<file path="src/rtl/core/bccd_pkg.sv">
// Package with shared types and constants of the frame deframer.
package bccd_pkg;

   localparam int RING_DEPTH = 512;
   localparam int RING_AW = $clog2(RING_DEPTH);
   localparam logic [7:0] HDR_MARK = 8'h23;
   localparam int FRAME_EXTRA = 11;
   localparam int HDR_BYTES = 10;
   localparam int MAX_FRAMES = 46;
   localparam logic [7:0] TIMEOUT_RESET = 8'd100;
   localparam int QUEUE_DEPTH = 4;
   localparam int QUEUE_AW = $clog2(QUEUE_DEPTH);
   localparam int RSP_WIDTH = 80;

   localparam logic CMD_BYTE = 1'b0;
   localparam logic CMD_TICK = 1'b1;
   localparam logic KIND_FRAME = 1'b0;
   localparam logic KIND_STATUS = 1'b1;

   localparam logic CSR_TIMEOUT = 1'b0;
   localparam logic CSR_IMAGE_CODE = 1'b1;

   typedef logic [RING_AW-1:0]  ring_addr_type;
   typedef logic [QUEUE_AW-1:0] queue_addr_type;
   typedef logic [QUEUE_AW:0]   queue_count_type;

   typedef struct packed {
      logic       command;
      logic [7:0] rx_byte;
   } item_type;

   typedef enum logic [2:0] {
      ST_IDLE,
      ST_CHECK,
      ST_HREAD,
      ST_HEVAL,
      ST_BODY,
      ST_FEVAL,
      ST_STATUS
   } state_type;

endpackage

</file>
<file path="src/rtl/core/bccd_req_queue.sv">
// Front queue that accepts and classifies incoming bytes and poll ticks.
module bccd_req_queue (
   input  logic               clock,
   input  logic               reset,
   input  logic               req_tvalid,
   output logic               req_tready,
   input  logic [7:0]         req_tdata,
   input  logic               req_tuser,
   output logic               item_valid,
   input  logic               item_pop,
   output bccd_pkg::item_type item
);

   bccd_pkg::item_type slot_ff [bccd_pkg::QUEUE_DEPTH];
   bccd_pkg::queue_addr_type  head_ff, head_in, tail_ff, tail_in;
   bccd_pkg::queue_count_type count_ff, count_in;
   logic           push, pop;

   always_comb begin
      push = req_tvalid && req_tready;
      pop = item_pop && item_valid;
      head_in = pop ? head_ff + bccd_pkg::queue_addr_type'(1) : head_ff;
      tail_in = push ? tail_ff + bccd_pkg::queue_addr_type'(1) : tail_ff;
      count_in = count_ff + bccd_pkg::queue_count_type'(push)
                 - bccd_pkg::queue_count_type'(pop);
   end

   always_ff @(posedge clock) begin
      if (reset) begin
         head_ff <= '0;
         tail_ff <= '0;
         count_ff <= '0;
      end else begin
         head_ff <= head_in;
         tail_ff <= tail_in;
         count_ff <= count_in;
      end
      if (push) begin
         slot_ff[tail_ff] <= '{command: req_tuser, rx_byte: req_tdata};
      end
   end

   assign req_tready = count_ff != bccd_pkg::queue_count_type'(bccd_pkg::QUEUE_DEPTH);
   assign item_valid = count_ff != '0;
   assign item = slot_ff[head_ff];

endmodule

</file>
<file path="config.mk">
export PLATFORM = sky130hd
export DESIGN_NAME = bccd_req_queue
export DESIGN_NICKNAME = d
export VERILOG_FILES = /design/src/rtl/core/bccd_pkg.sv /design/src/rtl/core/bccd_req_queue.sv
export SDC_FILE = /design/constraint.sdc
export NUM_CORES = 1
export LEC_CHECK = 0
export BUFFER_PORTS_ARGS = -buffer_cell sky130_fd_sc_hd__buf_2
export CORE_MARGIN = 1
export CORE_UTILIZATION = 40
export CTS_BUF_LIST = sky130_fd_sc_hd__clkbuf_4
export DETAILED_ROUTE_END_ITERATION = 10
export PLACE_DENSITY = 0.56
export SKIP_CTS_REPAIR_TIMING = 1
export SLEW_MARGIN = 0
export SYNTH_ARGS = -nofsm -noshare
export SYNTH_HDL_FRONTEND = slang
export SYNTH_SLANG_ARGS = --single-unit
</file>
<file path="constraint.sdc">
create_clock -name clock -period 4.8 [get_ports clock]
set_input_delay 0.48 -clock clock [delete_from_list [all_inputs] [get_ports clock]]
set_output_delay 0.48 -clock clock [all_outputs]
set_load 0.1 [all_outputs]
</file>
==> summary.md, run 1 <==
| Metric | Value |
|---|---|
| Status | `finished, final reports clean` |
| Clock sink count | `45` |
| CTS root buffer | `clkbuf_4` |
| Period utilization | `51.51%` |
| Max Buffers Root-to-Sink | `2` |
| Avg Vias per Cell | `4.903` |
| Mapped Area | `0.001797 mm²` |
| Reg2Reg Setup Slack | `2.54 ns` |
| Clock Skew | `0.005217 ns` |
| Netlist cell types | `24` |
| Endpoints failing setup | `0` |
| Core area | `0.004324 mm²` |
| Crit end category | `output pin` |
| Minimum clock period after layout | `2.472 ns` |
| Setup CP Type | `reg2out` |
| Clock Latency Late Sink | `0.35 ns` |
| Critical R2R Launch | `count_ff[1]$_SDFF_PP0_` |
| Total track usage | `12.43%` |
| First-pass GRT wire length | `4409 µm` |
| Synth-to-layout area growth | `12.26%` |
| Remaining Overflow, GRT | `0` |
| Fillers | `399` |
| Warnings from Yosys | `0` |
| Initial DRT Pass Iterations | `4` |
| Dpl cell area | `0.001957 mm²` |
| Post-route DRC | `0` |
| Final Non-Filler Cells | `176` |
| IO buf count | `23` |
| Final antenna-violating net count | `0` |
| Final hold viol count | `0` |
| Register area | `0.001261 mm²` |
| Die ar. | `0.004764 mm²` |
| CP endpoint | `item[6]` |
| Fin area | `0.002017 mm²` |
| Initial antenna violation count | `0` |
| Max Cap Violations | `0` |
| Relative slew margins | `57.51%` |
| Htree depth | `2` |
| WHS Path Cells | `1` |
| Largest net degree at the start of global routing | `13` |
| GP Congestion | `0.6812` |
| TritonCTS buffer count | `5` |
| Nets@finish | `143` |
| Worst stage delay on the critical path | `0.75 ns` |
| Hold Crit Class | `in2reg` |
| CTS tree | `yes` |
| HPWL after DPL | `1835 µm` |
| CP Cell Sequence | `mux4_2 > buf_2` |
| # IOs | `24` |
| Critical path startpoint category | `flip-flop` |
| Vias in the first global route | `915` |
| Via count | `863` |
| Share of cells above drive strength 1 | `37.10%` |
| Syn Nets | `116` |
| Inst Count DP | `168` |
| Die X | `69.02 µm` |
| Fmax | `404.5 MHz` |
| Crit path DAT | `1.99 ns` |
| Routed WL | `2661 µm` |
| Routed length per placed instance | `15.12 µm` |
| Core Rows | `24` |
| Drt first-iter violations | `35` |
| Area of the multi-input gates | `496.7 µm²` |
| Initial Util | `41.55%` |
| Mean Syn Cell Area | `18.72 µm²` |
| Utilization after layout | `46.64%` |
| R2R cell count | `11` |
| Cells after Synth | `96` |
| Slowest-stage cell, CP | `dfxtp_1` |
| Seq cells post-synth | `45` |
| Fin. max-slew vios | `0` |
| FF-to-FF End | `count_ff[2]$_SDFF_PP0_` |
| Total Negative Setup Slacks | `0 ns` |
| Tightest Pin Transition | `0.6365 ns` |
| WP data required | `4.32 ns` |
| Antenna cells | `0` |
| RSZ-0062 raised after global routing | `no` |
| Critical path fanouts, max | `9` |
| Clock Pin Slew Worst Setup and Hold Paths | `0.12 ns` |
| Min-delay src | `req_tdata[4]` |
| Register area share after synthesis | `70.19%` |
| Die Ht | `69.02 µm` |
-- flip-flops by register name (all words and copies together) (netlist names), named ones only --
register,cells
slot_ff,36
head_ff,2
tail_ff,2
count_ff,3
-- metrics by stage --
step           setup slack, ns  hold slack [ns]
3_5_place_dp             2.530           0.5109
4_1_cts                  2.265           0.3234
5_1_grt                  2.169           0.3201
6_report                 2.328           0.3385
2_1_floorplan            2.701           0.4821
3_3_place_gp             2.578           0.4987
-- layout by cell type, fill, tap and decap left out, drive strengths merged --
| master | count |
|---|---|
| nor2 | 8 |
| ha | 6 |
| o311ai | 1 |
| o31a | 1 |
| inv | 5 |
| buf | 23 |
| and2 | 5 |
| nand2 | 1 |
| mux2 | 1 |
| mux2i | 1 |
| nand2b | 2 |
| fa | 1 |
| clkbuf | 8 |
| a21boi | 1 |
| xnor2 | 1 |
| dfxtp | 9 |
| mux4 | 9 |
| nor2b | 1 |
| edfxtp | 36 |
| or3 | 1 |
| nor3 | 1 |
| xor2 | 2 |
-- per-layer routing --
| metal | routed length [µm] | GRT usage, % | part of all wire (%) |
|---|---|---|---|
| met2 | 1385 | 20.39 | 52 |
| met1 | 1093 | 14.43 | 41 |
| met4 | 48 | 5.442 | 1.8 |
| met3 | 134 | 4.825 | 5.0 |
| met5 | 0 | 0 | 0 |
-- cell type report --
cell class,count,share of cell area (%)
clock buffers,8,2.978
multi-input cells,43,24.63
inverters,5,0.9305
flip-flops and latches,45,62.53
repair buffers,23,5.707
well taps,52,3.226
-- synthesized netlist by cell type (all sizes together) --
cell type  number  area [µm²]
mux2            1       15.01
a21boi          1       18.77
nor2b           1       6.260
edfxtp         36        1081
nand2           1       3.750
xor2            2       17.52
o31a            1       10.01
inv             5       18.77
xnor2           1       16.27
nand2b          2       12.51
clkbuf          2       8.750
buf             1       11.26
nor2            8       32.54
nor3            1       10.01
fa              1       20.02
mux2i           1       10.01
and2            5       31.28
o311ai          1       8.760
or3             1       6.260
dfxtp           9       180.2
mux4            9       202.7
ha              6       75.07
-- critical path: cells and delay by family (launching register included) --
family,cells,cell delay (ns)
buf+inv,1,0.31
flops,1,0.75
mux,1,0.59
-- worst min path at each step --
stage | endpoint | slack (ns)
after detailed placement | tail_ff[1]$_SDFFE_PP0P_ | 0.51
final | slot_ff[2][4]$_DFFE_PP_ | 0.34
after CTS | slot_ff[0][5]$_DFFE_PP_ | 0.32
after floorplan | tail_ff[1]$_SDFFE_PP0P_ | 0.48
after global routing | slot_ff[2][7]$_DFFE_PP_ | 0.32
after global placement | tail_ff[1]$_SDFFE_PP0P_ | 0.50
-- logic make-up (layout without fill, tap and decap cells) --
family	after synthesis	after routing	share of synthesized area, %
DFF	45	45	70.20
and+or+nand+nor	19	19	5.711
muxes	11	11	12.67
buffers and inverters	8	36	2.158
adders and majority gates	7	7	5.292
AOI/OAI and AO/OA	3	3	2.089
xor gates and xnor gates	3	3	1.881
Power of run 1 is left out: the tool's default activity adds up to more than one toggle a clock period on the data nets, which glitch-free logic cannot reach.
==> inputs of run 2 (changes only) <==
==> constraint.sdc (replaced) <==
create_clock -name clock -period 2.6 [get_ports clock]
set_input_delay 0.26 -clock clock [delete_from_list [all_inputs] [get_ports clock]]
set_output_delay 0.26 -clock clock [all_outputs]
set_load 0.1 [all_outputs]
==> run 2 against run 1 <==
Utilization is 0.61 points higher. Worst hold slack worse by 0.22 ns. Wire length is 0.90% higher. Via count up 3.2%.
==> summary.md, run 2 (synthesis results as in run 1) <==
| Metric | Value |
|---|---|
| Max Buffers Root-to-Sink | `2 (unchanged)` |
| TritonCTS buffer count | `5 (unchanged)` |
| Clock Skew | `0.01334 ns (+0.008127 ns)` |
| FF-to-FF End | `count_ff[2]$_SDFF_PP0_` |
| Via count | `891 (+3.2%)` |
| Antenna cells | `0 (unchanged)` |
| R2R cell count | `11 (unchanged)` |
| CP endpoint | `item[6]` |
| Die X | `69.02 µm (unchanged)` |
| Drt first-iter violations | `43 (+23%)` |
| GP Congestion | `0.6600 (-3.1%)` |
| IO buf count | `23 (unchanged)` |
| Critical R2R Launch | `count_ff[1]$_SDFF_PP0_` |
| HPWL after DPL | `1842 µm (+0.39%)` |
| Hold Crit Class | `in2reg` |
| Clock Pin Slew Worst Setup and Hold Paths | `0.13 ns (about the same)` |
| Initial DRT Pass Iterations | `4 (unchanged)` |
| Clock Latency Late Sink | `0.35 ns (about the same)` |
| Routed WL | `2685 µm (+0.90%)` |
| Crit path DAT | `2.00 ns (about the same)` |
| Final hold viol count | `0 (unchanged)` |
| Core Rows | `24 (unchanged)` |
| Vias in the first global route | `878 (-4.0%)` |
| Reg2Reg Setup Slack | `0.36 ns (-2.18 ns)` |
| Status | `finished, final reports clean` |
| Routed length per placed instance | `15.17 µm (+0.33%)` |
| Initial antenna violation count | `0 (unchanged)` |
| Leading cell types in the layout, fill and taps excluded | `36 x edfxtp_1, 23 x buf_2, 9 x mux4_2, 9 x dfxtp_1, 7 x nor2_1` |
| Avg Vias per Cell | `5.034 (+2.7%)` |
| Critical path startpoint category | `flip-flop` |
| Total Negative Setup Slacks | `0 ns (unchanged)` |
| Final antenna-violating net count | `0 (unchanged)` |
| Critical path fanouts, max | `6 (-3)` |
| Core area | `0.004324 mm² (unchanged)` |
| Minimum clock period after layout | `2.259 ns` |
| CTS tree | `yes` |
| Period utilization | `86.88%` |
| Initial Util | `41.55% (unchanged)` |
| Die ar. | `0.004764 mm² (unchanged)` |
| Fin. max-slew vios | `0 (unchanged)` |
| Commonest non-fill, non-tap cell in the layout | `edfxtp_1` |
| Die Ht | `69.02 µm (unchanged)` |
| Crit end category | `output pin` |
| Most flops, register | `slot_ff` |
| # IOs | `24 (unchanged)` |
| Share of cells above drive strength 1 | `36.80% (-0.30 points)` |
| Htree depth | `2 (unchanged)` |
| Remaining Overflow, GRT | `0 (unchanged)` |
| RSZ-0062 raised after global routing | `no` |
| Largest register FFs | `36 (unchanged)` |
| Tightest Pin Transition | `0.5064 ns (-0.1300 ns)` |
| CTS root buffer | `clkbuf_4` |
| Setup CP Type | `reg2out` |
| Clock sink count | `45 (unchanged)` |
| Largest net degree at the start of global routing | `15 (+2)` |
| Synth-to-layout area growth | `13.72%` |
| Max Cap Violations | `0 (unchanged)` |
| Nets@finish | `144 (+0.70%)` |
| Post-route DRC | `0 (unchanged)` |
| Fmax | `442.7 MHz` |
| Largest registers | `slot_ff x36, count_ff x3` |
| First-pass GRT wire length | `4485 µm (+1.7%)` |
| Relative slew margins | `66.24% (+8.7 points)` |
| WP data required | `2.34 ns (-1.98 ns)` |
| Total track usage | `12.82% (+0.39 points)` |
| Endpoints failing setup | `0 (unchanged)` |
[run 2: cell count changes in the layout (fill, tap and decap cells not counted), sizes merged]
cell	delta
clkbuf	-3
buf	+1
bufinv	+1
clkinv	+1
clkinvlp	+1
[run 2: metrics by stage]
stage	utilization [%]	setup WS [ns]	hold WS, ns	cells	cell area (µm²)
after floorplan	-	0.5005	0.3589	96	1797
after global placement	45.43	0.4158	0.4701	169	1964
after detailed placement	45.43	0.3695	0.4808	169	1964
after CTS	47.25	0.2831	0.1027	177	2043
after global routing	47.25	0.1681	0.09464	177	2043
final	47.25	0.3410	0.1144	177	2043
[run 2: critical path: stages (launching register included)]
cell	delay, ns
dfxtp_1	0.59
buf_4	0.24
mux4_2	0.51
buf_2	0.31
[run 2: worst min-delay path by stage]
stage,startpoint,end,slack [ns],cells past startpoint
floorplan,req_tdata[0],slot_ff[0][0]$_DFFE_PP_,0.36,0
global placement,req_tdata[4],slot_ff[0][4]$_DFFE_PP_,0.47,1
detailed placement,req_tdata[4],slot_ff[2][4]$_DFFE_PP_,0.48,1
CTS,req_tdata[0],slot_ff[2][0]$_DFFE_PP_,0.10,1
global route,req_tdata[0],slot_ff[2][0]$_DFFE_PP_,0.09,1
finish,req_tdata[5],slot_ff[1][5]$_DFFE_PP_,0.11,1
[run 2: per-layer routing]
layer | vias to the layer above | track usage (%) | wire length [µm] | part of all wire (%)
li1 | 418 | - | - | -
met1 | 448 | 15.63 | 1185 | 44
met2 | 21 | 20.39 | 1339 | 50
met3 | 4 | 4.386 | 125 | 4.7
met4 | 0 | 6.122 | 35 | 1.3
met5 | - | 0 | 0 | 0
[run 2: area by class of cell]
cell class	count	area, µm²
Fill cell	383	2281
Sequential cell	45	1261
Multi-Input combinational cell	43	496.7
Timing Repair Buffer	24	122.6
Tap cell	52	65.06
Clock inverter	3	41.29
Clock buffer	5	37.54
Inverter	5	18.77
Power of run 2 is left out for the same reason.
==> inputs of run 3 (changes only) <==
==> constraint.sdc (replaced) <==
create_clock -name clock -period 2.5 [get_ports clock]
set_input_delay 0.25 -clock clock [delete_from_list [all_inputs] [get_ports clock]]
set_output_delay 0.25 -clock clock [all_outputs]
set_load 0.1 [all_outputs]
==> run 3 against run 2 <==
Worst hold slack got worse by 0.0051 ns. Final cell count is the same. Non-clock buffer count unchanged. Global-route usage is 0.16 points higher. Die area unchanged. Cell area shrank 1.1%. Setup slack worse by 0.096 ns. Register-to-register slack lost 0.12 ns. Sequential cell count did not move. Clock skew shrank 0.0075 ns. Critical path type is now reg2reg.
==> summary.md, run 3 (synthesis results as in run 1) <==
| Metric | Value |
|---|---|
| Total Negative Setup Slacks | `0 ns (unchanged)` |
| Final antenna-violating net count | `0 (unchanged)` |
| Max Buffers Root-to-Sink | `2 (unchanged)` |
| Die Ht | `69.02 µm (unchanged)` |
| Most flops, register | `slot_ff` |
| RSZ-0062 raised after global routing | `no` |
| Crit end category | `flip-flop` |
| Period utilization | `90.20%` |
| Critical path fanouts, max | `7 (+1)` |
| Synth-to-layout area growth | `12.47%` |
| Htree depth | `2 (unchanged)` |
| Tightest Pin Transition | `0.5162 ns (+0.009819 ns)` |
| Leading cell types in the layout, fill and taps excluded | `36 x edfxtp_1, 23 x buf_2, 9 x mux4_2, 9 x dfxtp_1` |
| Slowest-stage cell, CP | `dfxtp_1` |
| WP data required | `2.79 ns (+0.45 ns)` |
| Vias in the first global route | `953 (+8.5%)` |
| Core area | `0.004324 mm² (unchanged)` |
| CTS tree | `yes` |
| Max Cap Violations | `0 (unchanged)` |
| Largest register FFs | `36 (unchanged)` |
| Origin of the worst setup path | `count_ff[1]$_SDFF_PP0_` |
| Drt first-iter violations | `16 (-63%)` |
| First-pass GRT wire length | `4588 µm (+2.3%)` |
| Relative slew margins | `65.58% (-0.65 points)` |
| Commonest non-fill, non-tap cell in the layout | `edfxtp_1` |
| Total track usage | `12.98% (+0.16 points)` |
| Crit path DAT | `2.54 ns (+0.54 ns)` |
| Antenna cells | `0 (unchanged)` |
| Min-delay src | `req_tdata[1]` |
| Final Non-Filler Cells | `177 (unchanged)` |
| CTS root buffer | `clkbuf_4` |
| Endpoints failing setup | `0 (unchanged)` |
| Initial DRT Pass Iterations | `4 (unchanged)` |
| Fmax | `443.4 MHz` |
| Clock Latency Late Sink | `0.35 ns (about the same)` |
| Critical path startpoint category | `flip-flop` |
| Final hold viol count | `0 (unchanged)` |
| Clock Skew | `0.005838 ns (-0.007506 ns)` |
| TritonCTS buffer count | `5 (unchanged)` |
| Critical path buffers and inverters | `3 (+1)` |
| Crit path max-delay family | `adder cells` |
| IO buf count | `23 (unchanged)` |
| Most frequent cell on the critical path | `inv_1` |
| Clock sink count | `45 (unchanged)` |
| Routed length per placed instance | `15.58 µm (+2.7%)` |
| Largest net degree at the start of global routing | `14 (-1)` |
| Die X | `69.02 µm (unchanged)` |
| Initial antenna violation count | `0 (unchanged)` |
| Minimum clock period after layout | `2.255 ns` |
| Worst stage delay on the critical path | `0.48 ns (-0.11 ns)` |
| Initial Util | `41.55% (unchanged)` |
| Via count | `869 (-2.5%)` |
| Share of cells above drive strength 1 | `36.80% (unchanged)` |
| CP Cell Sequence | `nor2_2 > a21boi_4 > inv_1 > ha_1 > inv_1 > ha_1 > inv_1 > fa_1 > xor2_1 > and2_1 > nor3_2` |
| Die ar. | `0.004764 mm² (unchanged)` |
| Clock Pin Slew Worst Setup and Hold Paths | `0.12 ns (about the same)` |
| HPWL after DPL | `1904 µm (+3.3%)` |
| Post-route DRC | `0 (unchanged)` |
| Critical R2R Launch | `count_ff[1]$_SDFF_PP0_` |
| Setup CP Type | `reg2reg` |
| Hold Crit Class | `in2reg` |
| Fin. max-slew vios | `0 (unchanged)` |
| Inst Count DP | `169 (unchanged)` |
| Status | `finished, final reports clean` |
| Routed WL | `2758 µm (+2.7%)` |
| Core Rows | `24 (unchanged)` |
| GP Congestion | `0.6525 (-1.1%)` |
| Nets@finish | `144 (unchanged)` |
| Avg Vias per Cell | `4.910 (-2.5%)` |
| # IOs | `24 (unchanged)` |
| Remaining Overflow, GRT | `0 (unchanged)` |
| Largest registers | `slot_ff x36, count_ff x3` |
run 3: path summary, 6_finish.rpt:
path	endpoint	slack, ns	depth (start not counted)
max	count_ff[2]$_SDFF_PP0_	0.24	11
min	slot_ff[1][1]$_DFFE_PP_	0.11	1
max reg2reg	count_ff[2]$_SDFF_PP0_	0.24	11
min reg2reg	tail_ff[1]$_SDFFE_PP0P_	0.53	2
run 3: layer usage:
layer / up-vias / global-route usage [%] / wire length, µm
met5: - / 0 / 0
met4: 0 / 7.937 / 77
met3: 7 / 3.655 / 122
met2: 22 / 21.14 / 1399
met1: 421 / 15.14 / 1159
li1: 419 / - / -
run 3: worst register-to-register path, stage by stage, from the launching register on:
cell and delay (ns):
dfxtp_1 0.48, nor2_2 0.10, a21boi_4 0.24, inv_1 0.07
ha_1 0.29, inv_1 0.06, ha_1 0.13, inv_1 0.05
fa_1 0.36, xor2_1 0.16, and2_1 0.17, nor3_2 0.09
run 3: layout make-up:
type	instances	area, µm²
inverter	5	18.77
multi-input combinational	43	496.7
clock buffer	7	52.55
sequential	45	1261
tap	52	65.06
clock inverter	1	3.754
fill	386	2303
timing repair buffer	24	122.6
run 3: stage by stage:
step	instance area, µm²	setup WS, ns	utilization [%]	hold slack, ns
2_1_floorplan	1797	0.4005	-	0.3489
3_3_place_gp	1964	0.3133	45.43	0.4602
3_5_place_dp	1964	0.2426	45.43	0.4708
4_1_cts	2021	0.2218	46.73	0.1017
5_1_grt	2021	0.07071	46.73	0.09958
6_report	2021	0.2449	46.73	0.1093
Power of run 3 is left out for the same reason.
